==> src/rtl/core/nvcs_pkg.sv <==
// nvcs_pkg: sizes, codes and the scoring request type of the cosine search core
// no dependencies; imported by nvcs_score, nearest_vector_cosine_search_core and the bench
package nvcs_pkg;

  // vector store and field sizes
  localparam int MAX_DIM    = 1024;
  localparam int ADDR_BITS  = $clog2(MAX_DIM);
  localparam int LEN_BITS   = ADDR_BITS + 1;
  localparam int ELEM_BITS  = 16;
  localparam int INDEX_BITS = 16;
  localparam int SCORE_BITS = 16;
  localparam int NORM_BITS  = 42;
  localparam int DOT_BITS   = 43;

  // scoring unit sizes
  localparam int HALF_BITS = 22;                      // half operand; two halves cover DOT_BITS
  localparam int OP_BITS   = 2 * HALF_BITS;
  localparam int PP_BITS   = 2 * HALF_BITS;
  localparam int PROD_BITS = 2 * OP_BITS;
  localparam int MP_BITS   = PROD_BITS + SCORE_BITS;
  localparam int SUM_BITS  = 120;
  localparam int BIT_W     = $clog2(SCORE_BITS);
  localparam int RHS_SHIFT = 2 * (SCORE_BITS - 1);

  // item kinds
  localparam logic [1:0] K_TARGET = 2'd0;
  localparam logic [1:0] K_CAND   = 2'd1;
  localparam logic [1:0] K_END    = 2'd2;

  // score limits in q1.15
  localparam logic signed [SCORE_BITS-1:0] SCORE_NONE = {1'b1, {(SCORE_BITS-1){1'b0}}};
  localparam logic signed [SCORE_BITS-1:0] SCORE_MAX  = {1'b0, {(SCORE_BITS-1){1'b1}}};

  typedef struct packed {
    logic [DOT_BITS-1:0]  dot;
    logic [NORM_BITS-1:0] tn;
    logic [NORM_BITS-1:0] cn;
  } score_req_t;

endpackage

==> src/rtl/core/nvcs_score.sv <==
// nvcs_score: multi-cycle cosine scorer, dot / sqrt(tn * cn) as q1.15 by bit search
// depends on nvcs_pkg
module nvcs_score
  import nvcs_pkg::*;
(
  input  logic                         clk,
  input  logic                         rst,
  input  logic                         start,
  input  score_req_t                   req,
  output logic                         done,
  output logic signed [SCORE_BITS-1:0] score
);

  localparam logic [2:0] PH_IDLE = 3'd0;
  localparam logic [2:0] PH_MULP = 3'd1;
  localparam logic [2:0] PH_MULR = 3'd2;
  localparam logic [2:0] PH_TRY  = 3'd3;
  localparam logic [2:0] PH_TEST = 3'd4;

  logic [2:0]            phase;
  logic                  neg;
  logic [OP_BITS-1:0]    op_a;
  logic [OP_BITS-1:0]    op_b;
  logic [OP_BITS-1:0]    dm_r;
  logic [1:0]            pp_idx;
  logic [PROD_BITS-1:0]  prod_p;
  logic [PROD_BITS-1:0]  prod_r;
  logic [BIT_W-1:0]      bitpos;
  logic [SCORE_BITS-1:0] m;
  logic [SUM_BITS-1:0]   s;
  logic [SUM_BITS-1:0]   t;
  logic [MP_BITS-1:0]    mp;

  logic [DOT_BITS-1:0]   dot_mag;
  logic [HALF_BITS-1:0]  half_a;
  logic [HALF_BITS-1:0]  half_b;
  logic [PP_BITS-1:0]    pp;
  logic [PROD_BITS-1:0]  pp_sh;
  logic [PROD_BITS-1:0]  acc_sum;
  logic [SUM_BITS-1:0]   try_sum;
  logic [SUM_BITS-1:0]   test_sum;
  logic [SUM_BITS-1:0]   rhs;
  logic                  fits;
  logic [SCORE_BITS-1:0] m_new;
  logic                  last_step;
  logic signed [SCORE_BITS-1:0] score_val;

  assign dot_mag = req.dot[DOT_BITS-1] ? (~req.dot) + DOT_BITS'(1) : req.dot;

  // one half-width partial product per cycle
  assign half_a = pp_idx[1] ? op_a[OP_BITS-1:HALF_BITS] : op_a[HALF_BITS-1:0];
  assign half_b = pp_idx[0] ? op_b[OP_BITS-1:HALF_BITS] : op_b[HALF_BITS-1:0];
  assign pp     = half_a * half_b;

  always_comb begin
    pp_sh = PROD_BITS'(pp);
    if (pp_idx[1]) pp_sh = pp_sh << HALF_BITS;
    if (pp_idx[0]) pp_sh = pp_sh << HALF_BITS;
  end

  assign acc_sum = ((phase == PH_MULP) ? prod_p : prod_r) + pp_sh;

  // (m + 2^b)^2 * p = s + (m*p << (b+1)) + (p << 2b), one add per cycle
  assign try_sum  = s + (SUM_BITS'(mp) << ({1'b0, bitpos} + (BIT_W+1)'(1)));
  assign test_sum = t + (SUM_BITS'(prod_p) << {bitpos, 1'b0});
  assign rhs      = SUM_BITS'(prod_r) << RHS_SHIFT;
  assign fits     = test_sum <= rhs;
  assign m_new    = fits ? (m | (SCORE_BITS'(1) << bitpos)) : m;
  // a full-scale magnitude ends the search
  assign last_step = (bitpos == '0) || (fits && (bitpos == BIT_W'(SCORE_BITS - 1)));

  always_comb begin
    if (neg) begin
      score_val = $signed((~m_new) + SCORE_BITS'(1));
    end else if (m_new[SCORE_BITS-1]) begin
      score_val = SCORE_MAX;
    end else begin
      score_val = $signed(m_new);
    end
  end

  always_ff @(posedge clk) begin
    if (rst) begin
      phase <= PH_IDLE;
      done  <= 1'b0;
    end else begin
      done <= 1'b0;
      unique case (phase)
        PH_IDLE: begin
          if (start) begin
            neg    <= req.dot[DOT_BITS-1];
            op_a   <= OP_BITS'(req.tn);
            op_b   <= OP_BITS'(req.cn);
            dm_r   <= OP_BITS'(dot_mag);
            prod_p <= '0;
            prod_r <= '0;
            pp_idx <= '0;
            phase  <= PH_MULP;
          end
        end
        PH_MULP: begin
          prod_p <= acc_sum;
          pp_idx <= pp_idx + 2'd1;
          if (pp_idx == 2'd3) begin
            op_a  <= dm_r;
            op_b  <= dm_r;
            phase <= PH_MULR;
          end
        end
        PH_MULR: begin
          prod_r <= acc_sum;
          pp_idx <= pp_idx + 2'd1;
          if (pp_idx == 2'd3) begin
            bitpos <= BIT_W'(SCORE_BITS - 1);
            m      <= '0;
            s      <= '0;
            mp     <= '0;
            phase  <= PH_TRY;
          end
        end
        PH_TRY: begin
          t     <= try_sum;
          phase <= PH_TEST;
        end
        PH_TEST: begin
          if (fits) begin
            s  <= test_sum;
            mp <= mp + (MP_BITS'(prod_p) << bitpos);
            m  <= m_new;
          end
          if (last_step) begin
            done  <= 1'b1;
            score <= score_val;
            phase <= PH_IDLE;
          end else begin
            bitpos <= bitpos - BIT_W'(1);
            phase  <= PH_TRY;
          end
        end
        default: phase <= PH_IDLE;
      endcase
    end
  end

endmodule

==> config.mk <==
export PLATFORM = sky130hd
export DESIGN_NAME = nvcs_score
export DESIGN_NICKNAME = d
export VERILOG_FILES = /design/src/rtl/core/nvcs_pkg.sv /design/src/rtl/core/nvcs_score.sv
export SDC_FILE = /design/constraint.sdc
export NUM_CORES = 2
export LEC_CHECK = 0
export ABC_AREA = 0
export BUFFER_PORTS_ARGS = -buffer_cell sky130_fd_sc_hd__buf_2
export CAP_MARGIN = 15
export CELL_PAD_IN_SITES_DETAIL_PLACEMENT = 1
export CELL_PAD_IN_SITES_GLOBAL_PLACEMENT = 2
export CORE_MARGIN = 4
export CORE_UTILIZATION = 41
export CTS_CLUSTER_SIZE = 8
export DETAILED_ROUTE_END_ITERATION = 10
export PLACE_DENSITY = 0.84
export SYNTH_ARGS = -nofsm -noshare
export SYNTH_HDL_FRONTEND = slang
export SYNTH_SLANG_ARGS = --single-unit
==> constraint.sdc <==
create_clock -name clk -period 48.3 [get_ports clk]
set_input_delay 4.83 -clock clk [delete_from_list [all_inputs] [get_ports clk]]
set_output_delay 4.83 -clock clk [all_outputs]
set_load 0.02 [all_outputs]
Word level (Yosys, flattened, before mapping). Cells that the tools add are included. W data, S select, Z words.

Logic and storage cells: 104. Register bits after elaboration: 694. Bits of input ports: 130. Output and inout port bits: 17.

Shifts and indexed selects: 4. Multiply operators: 1. Reduce and logical (&&, ||, !) cells: 20. Eq/ne operators: 11. Add/subtract/negate cells: 9. $lt $le $gt $ge: 1. Multiplexer cells: 37. Bitwise operators: 5.

Operators by type and width (number): $pmux W88 S2 (2); $mux W88 (3); $add A120 B120 Y120 (2); $mux W120 (2); $pmux W120 S2 (1); $mux W104 (2); $pmux W104 S2 (1); $pmux W44 S2 (2); $mux W44 (3); $le A120 B118 Y1 (1); $shl A104 B5 Y120 (1); $shl A88 B5 Y120 (1); $add A104 B104 Y104 (1); $shl A88 B4 Y104 (1); $add A88 B88 Y88 (1); $mux W66 (1); $mux W16 (4); $mul A22 B22 Y44 (1); $mux W22 (2); $add A43 B1 Y43 const B (1); $not A43 Y43 (1); $mux W42 (1); $pmux W16 S2 (1); $reduce_and A3 Y1 (6); 31 further kinds (46).

Logic depth before layout (Yosys ltp).
Depth after elaboration: 7. Mapped depth: 49.

Worst setup path after synthesis. No wires, ideal clock.

Path kind: reg-to-reg. Start point: register bitpos[0]. End point: register m[0] (enable). Required time: 46.735 ns. Cell stages (with the launch flop): 40. Arrival time: 34.502 ns. Period minus slack after synthesis: 36.067 ns. Setup time: 1.565 ns. Slack: 12.233 ns. Cells stage by stage: edfxtp_1 -> clkbuf_1 -> buf_1 -> clkbuf_1 -> buf_1 -> clkbuf_1 -> buf_1 -> mux2i_1 -> mux2i_1 -> o21ai_0 -> ha_1 -> clkbuf_1 -> nand2_1 -> o21ai_0 -> a21oi_1 -> o311ai_0 -> a21oi_1 -> a2111oi_1 -> [4 not listed] -> or2_1 -> o21bai_1 -> xnor2_1 -> ha_1 -> nand4_1 -> or2_2 -> nor4_1 -> nand2_1 -> or4_1 -> nor4_1 -> nand4_1 -> nor4_1 -> o22ai_2 -> nor2_2 -> buf_4 -> buf_4 -> nor2_1 -> a2111oi_1.

Word-level cells in the longest chain between the ends: 5.

RTL lines: start: declaration (line nvcs_score.sv:28) `logic [BIT_W-1:0] bitpos;`; start signal: assignment (line nvcs_score.sv:114) `bitpos <= BIT_W'(SCORE_BITS - 1);`; start signal: assignment (line nvcs_score.sv:136) `bitpos <= bitpos - BIT_W'(1);`; $shl A88 B5 Y120 (line nvcs_score.sv:65) `assign test_sum = t + (SUM_BITS'(prod_p) << {bitpos, 1'b0});`; $add A120 B120 Y120 (line nvcs_score.sv:65); named net test_sum[105] (line nvcs_score.sv:41) `logic [SUM_BITS-1:0] test_sum;`; $le A120 B118 Y1 (line nvcs_score.sv:67) `assign fits = test_sum <= rhs;`; $ne A2 B2 Y1 (no source line); $reduce_and A4 Y1 (no source line); end signal: assignment (line nvcs_score.sv:129) `m <= m_new;`; end: declaration (line nvcs_score.sv:29) `logic [SCORE_BITS-1:0] m;`.

The timed path passes the listed nets, and every way through them passes these cells. A chain may end at the register's enable or synchronous reset.

Worst setup path in the final report.
Start point: register bitpos[0]. End point: register mp[31] (enable).

Word-level cells in the longest chain between the ends: 5.

RTL lines: $shl A88 B5 Y120 (line nvcs_score.sv:65); $add A120 B120 Y120 (line nvcs_score.sv:65); named net test_sum[109] (line nvcs_score.sv:41); $le A120 B118 Y1 (line nvcs_score.sv:67); $ne A2 B2 Y1 (no source line); $reduce_and A4 Y1 (no source line); end signal: assignment (line nvcs_score.sv:128) `mp <= mp + (MP_BITS'(prod_p) << bitpos);`; end: declaration (line nvcs_score.sv:32) `logic [MP_BITS-1:0] mp;`.

The timed path passes the listed nets, and every way through them passes these cells.

==> impl_metrics.ini <==
[critical_path]
crit_path_end_kind = flip-flop
worst_ep_arrival_time_ns = 15.77
crit_fanout = 75
cp-start-kind = flip-flop
crit_top_cell = buf_4
reg2reg_slack_ns = 32.91
slowest_stage = a2111oi_1
critPathKind = reg -> reg
max_stage_delay_ns = 0.98
worstPathRequired_ns = 48.68

[cts]
clkTransAtPathRegs_ns = 0.06
cts-resized-gates = 0
cts_sinks = 691
clockBufferDepth = 3
clk_latency_ns = 0.79
cts_tree = yes
clockRootBuffer = clkbuf_16
ctsHoldBuffers = 0
cts_setup_buffers = 0
cts_buffers = 102
htree_levels = 3

[floorplan]
pin_count = 147
start_util = 0.4132
die_w_um = 462.5
die_area_mm2 = 0.2139
die_y_um = 462.5
row_count = 166
core-area_mm2 = 0.2050

[final_layout]
layout_common_cells = 1084 x nand2_1, 1059 x nor2_1, 687 x edfxtp_1, 683 x ha_1, 677 x inv_1
syn_to_final_growth_pct = 7.296
layout-drive-gt1-share = 0.07959
stdcell_area_mm2 = 0.09088
nets = 10840
final.fill_count = 23930
final_common_cell = nand2_1

[timing]
fin_crit_sh = 0.3187
worst_pin_slew_ns = 1.411
skew_ns = 0.06303
setup_viol = 0
timing.fmax_mhz = 64.97
rsz0062_at_grt = no
min_period_ns = 15.39
slew_violations = 0
finalHoldViolations = 0
final.setup.tns_ns = 0
slew-limit-headroom = 0.05937

[synth]
synth_fp_nets = 11020
synth_cell_types = 109
synth-edff-count = 687
yosys_most_used_dff = edfxtp_1
yosysWarnings = 0
ys_ff_latch = 691
syn-cell-area_mm2 = 0.08470
async_flop_share = 0
ys_seq_area_frac = 0.2445
synthCells = 9802
syn_avg_cell_area_um2 = 8.641

[grt]
grt_pass1_wl_mm = 537.8
grt_max_degree = 144
grt_use_met2 = 0.5406
gr-max-usage-layer = met2
grt.met3_usage = 0.07570
first_global_vias = 79810
antenna_found_initial = 30
gr-usage-all-layers = 0.3347
met1_usage = 0.4313
grt-ovfl-total = 0

[routing]
antenna_left = 0
firstDrtPassIters = 5
routedWlPerCell_um = 29.98
vias_per_cell = 6.254
wirelength_mm = 370.8
first_iter_violations = 7496
drc = 0
route.vias.total = 77350

[hold_path]
hold_path_class = reg -> reg

[flow_run]
drv_cap = 0

[placement]
gp_congestion = 1.083
io_buffers = 146
dpl_cell_area_mm2 = 0.08784
dp_hpwl_mm = 305.4

[run_status]
status = finished, final reports clean
-- registers in the layout, summed over array words and instances, names as in the netlist --
name / cells
t: 120
s: 120
neg: 1
pp_idx: 2
score: 16
mp: 104
dm_r: 43
bitpos: 4
phase: 3
done: 1
op_b: 42
prod_r: 88
prod_p: 88
op_a: 43
m: 16
-- synth_stat cells, drive strengths merged, types with 310 or more instances --
master	number	area, µm²
nand2	1087	4080
nor2	1061	3988
edfxtp	687	20630
ha	684	8558
inv	682	2560
o21ai	671	3373
a21oi	662	3317
mux2i	488	4888
clkbuf	467	1753
fa	401	8028
a21o	336	2522
xnor2	310	2715
-- metrics by stage --
stage / util / std cells / hold WS [ns] / setup WS, ns
final: 0.4433 / 12370 / 0.5332 / 32.91
after global routing: 0.4432 / 12360 / 0.5648 / 32.07
after floorplan: - / 9802 / 0.4967 / 12.23
after CTS: 0.4429 / 12360 / 0.5362 / 33.24
after global placement: 0.4283 / 12200 / 0.5149 / 33.54
after detailed placement: 0.4285 / 12210 / 0.5204 / 33.36
-- routing by layer --
metal	up-vias	part of all wire
met4	24	0.052
met3	700	0.079
li1	34500	-
met2	2937	0.45
met1	39190	0.42
met5	-	0.00046
-- worst max-delay path: cells and delay by family, from the launching register on --
kind | cells | cell delay, ns
and+or+nand+nor | 14 | 4.63
xor gates and xnor gates | 1 | 0.13
DFF | 1 | 0.33
AOI/OAI and AO/OA | 13 | 5.06
buffers and inverters | 4 | 3.31
adders and majority gates | 2 | 0.78
muxes | 1 | 0.42
-- final cells by class --
cell class / instances / area (µm²) / share of cell area
multi-input combinational: 7873 / 59530 / 0.6550
timing repair buffer: 276 / 1744 / 0.01919
clock buffer: 129 / 2685 / 0.02955
inverter: 684 / 2571 / 0.02829
sequential: 691 / 20710 / 0.2279
antenna: 7 / 17.52 / 0.0001927
clock inverter: 21 / 262.8 / 0.002891
tap: 2688 / 3363 / 0.03701
-- final timing paths --
kind	to	startpoint	depth (start not counted)
max reg2reg	mp[31]$_SDFFCE_PN0P_	bitpos[0]$_SDFFCE_PN1P_	35
min reg2reg	op_b[35]$_DFFE_PP_	dm_r[35]$_DFFE_PP_	2
min	op_b[35]$_DFFE_PP_	dm_r[35]$_DFFE_PP_	2
max	mp[31]$_SDFFCE_PN0P_	bitpos[0]$_SDFFCE_PN1P_	35
-- cells by family after synthesis --
group,count (synthesis),synth area share
buffers and inverters,1238,0.05541
AOI/OAI and AO/OA,2418,0.1785
adders and majority gates,1085,0.1958
and+or+nand+nor,3147,0.1677
xor gates and xnor gates,486,0.05025
DFF,691,0.2445
muxes,737,0.1078
Power is not shown: default switching activity piles up to over one toggle a cycle in this logic, so the estimate is an artifact.
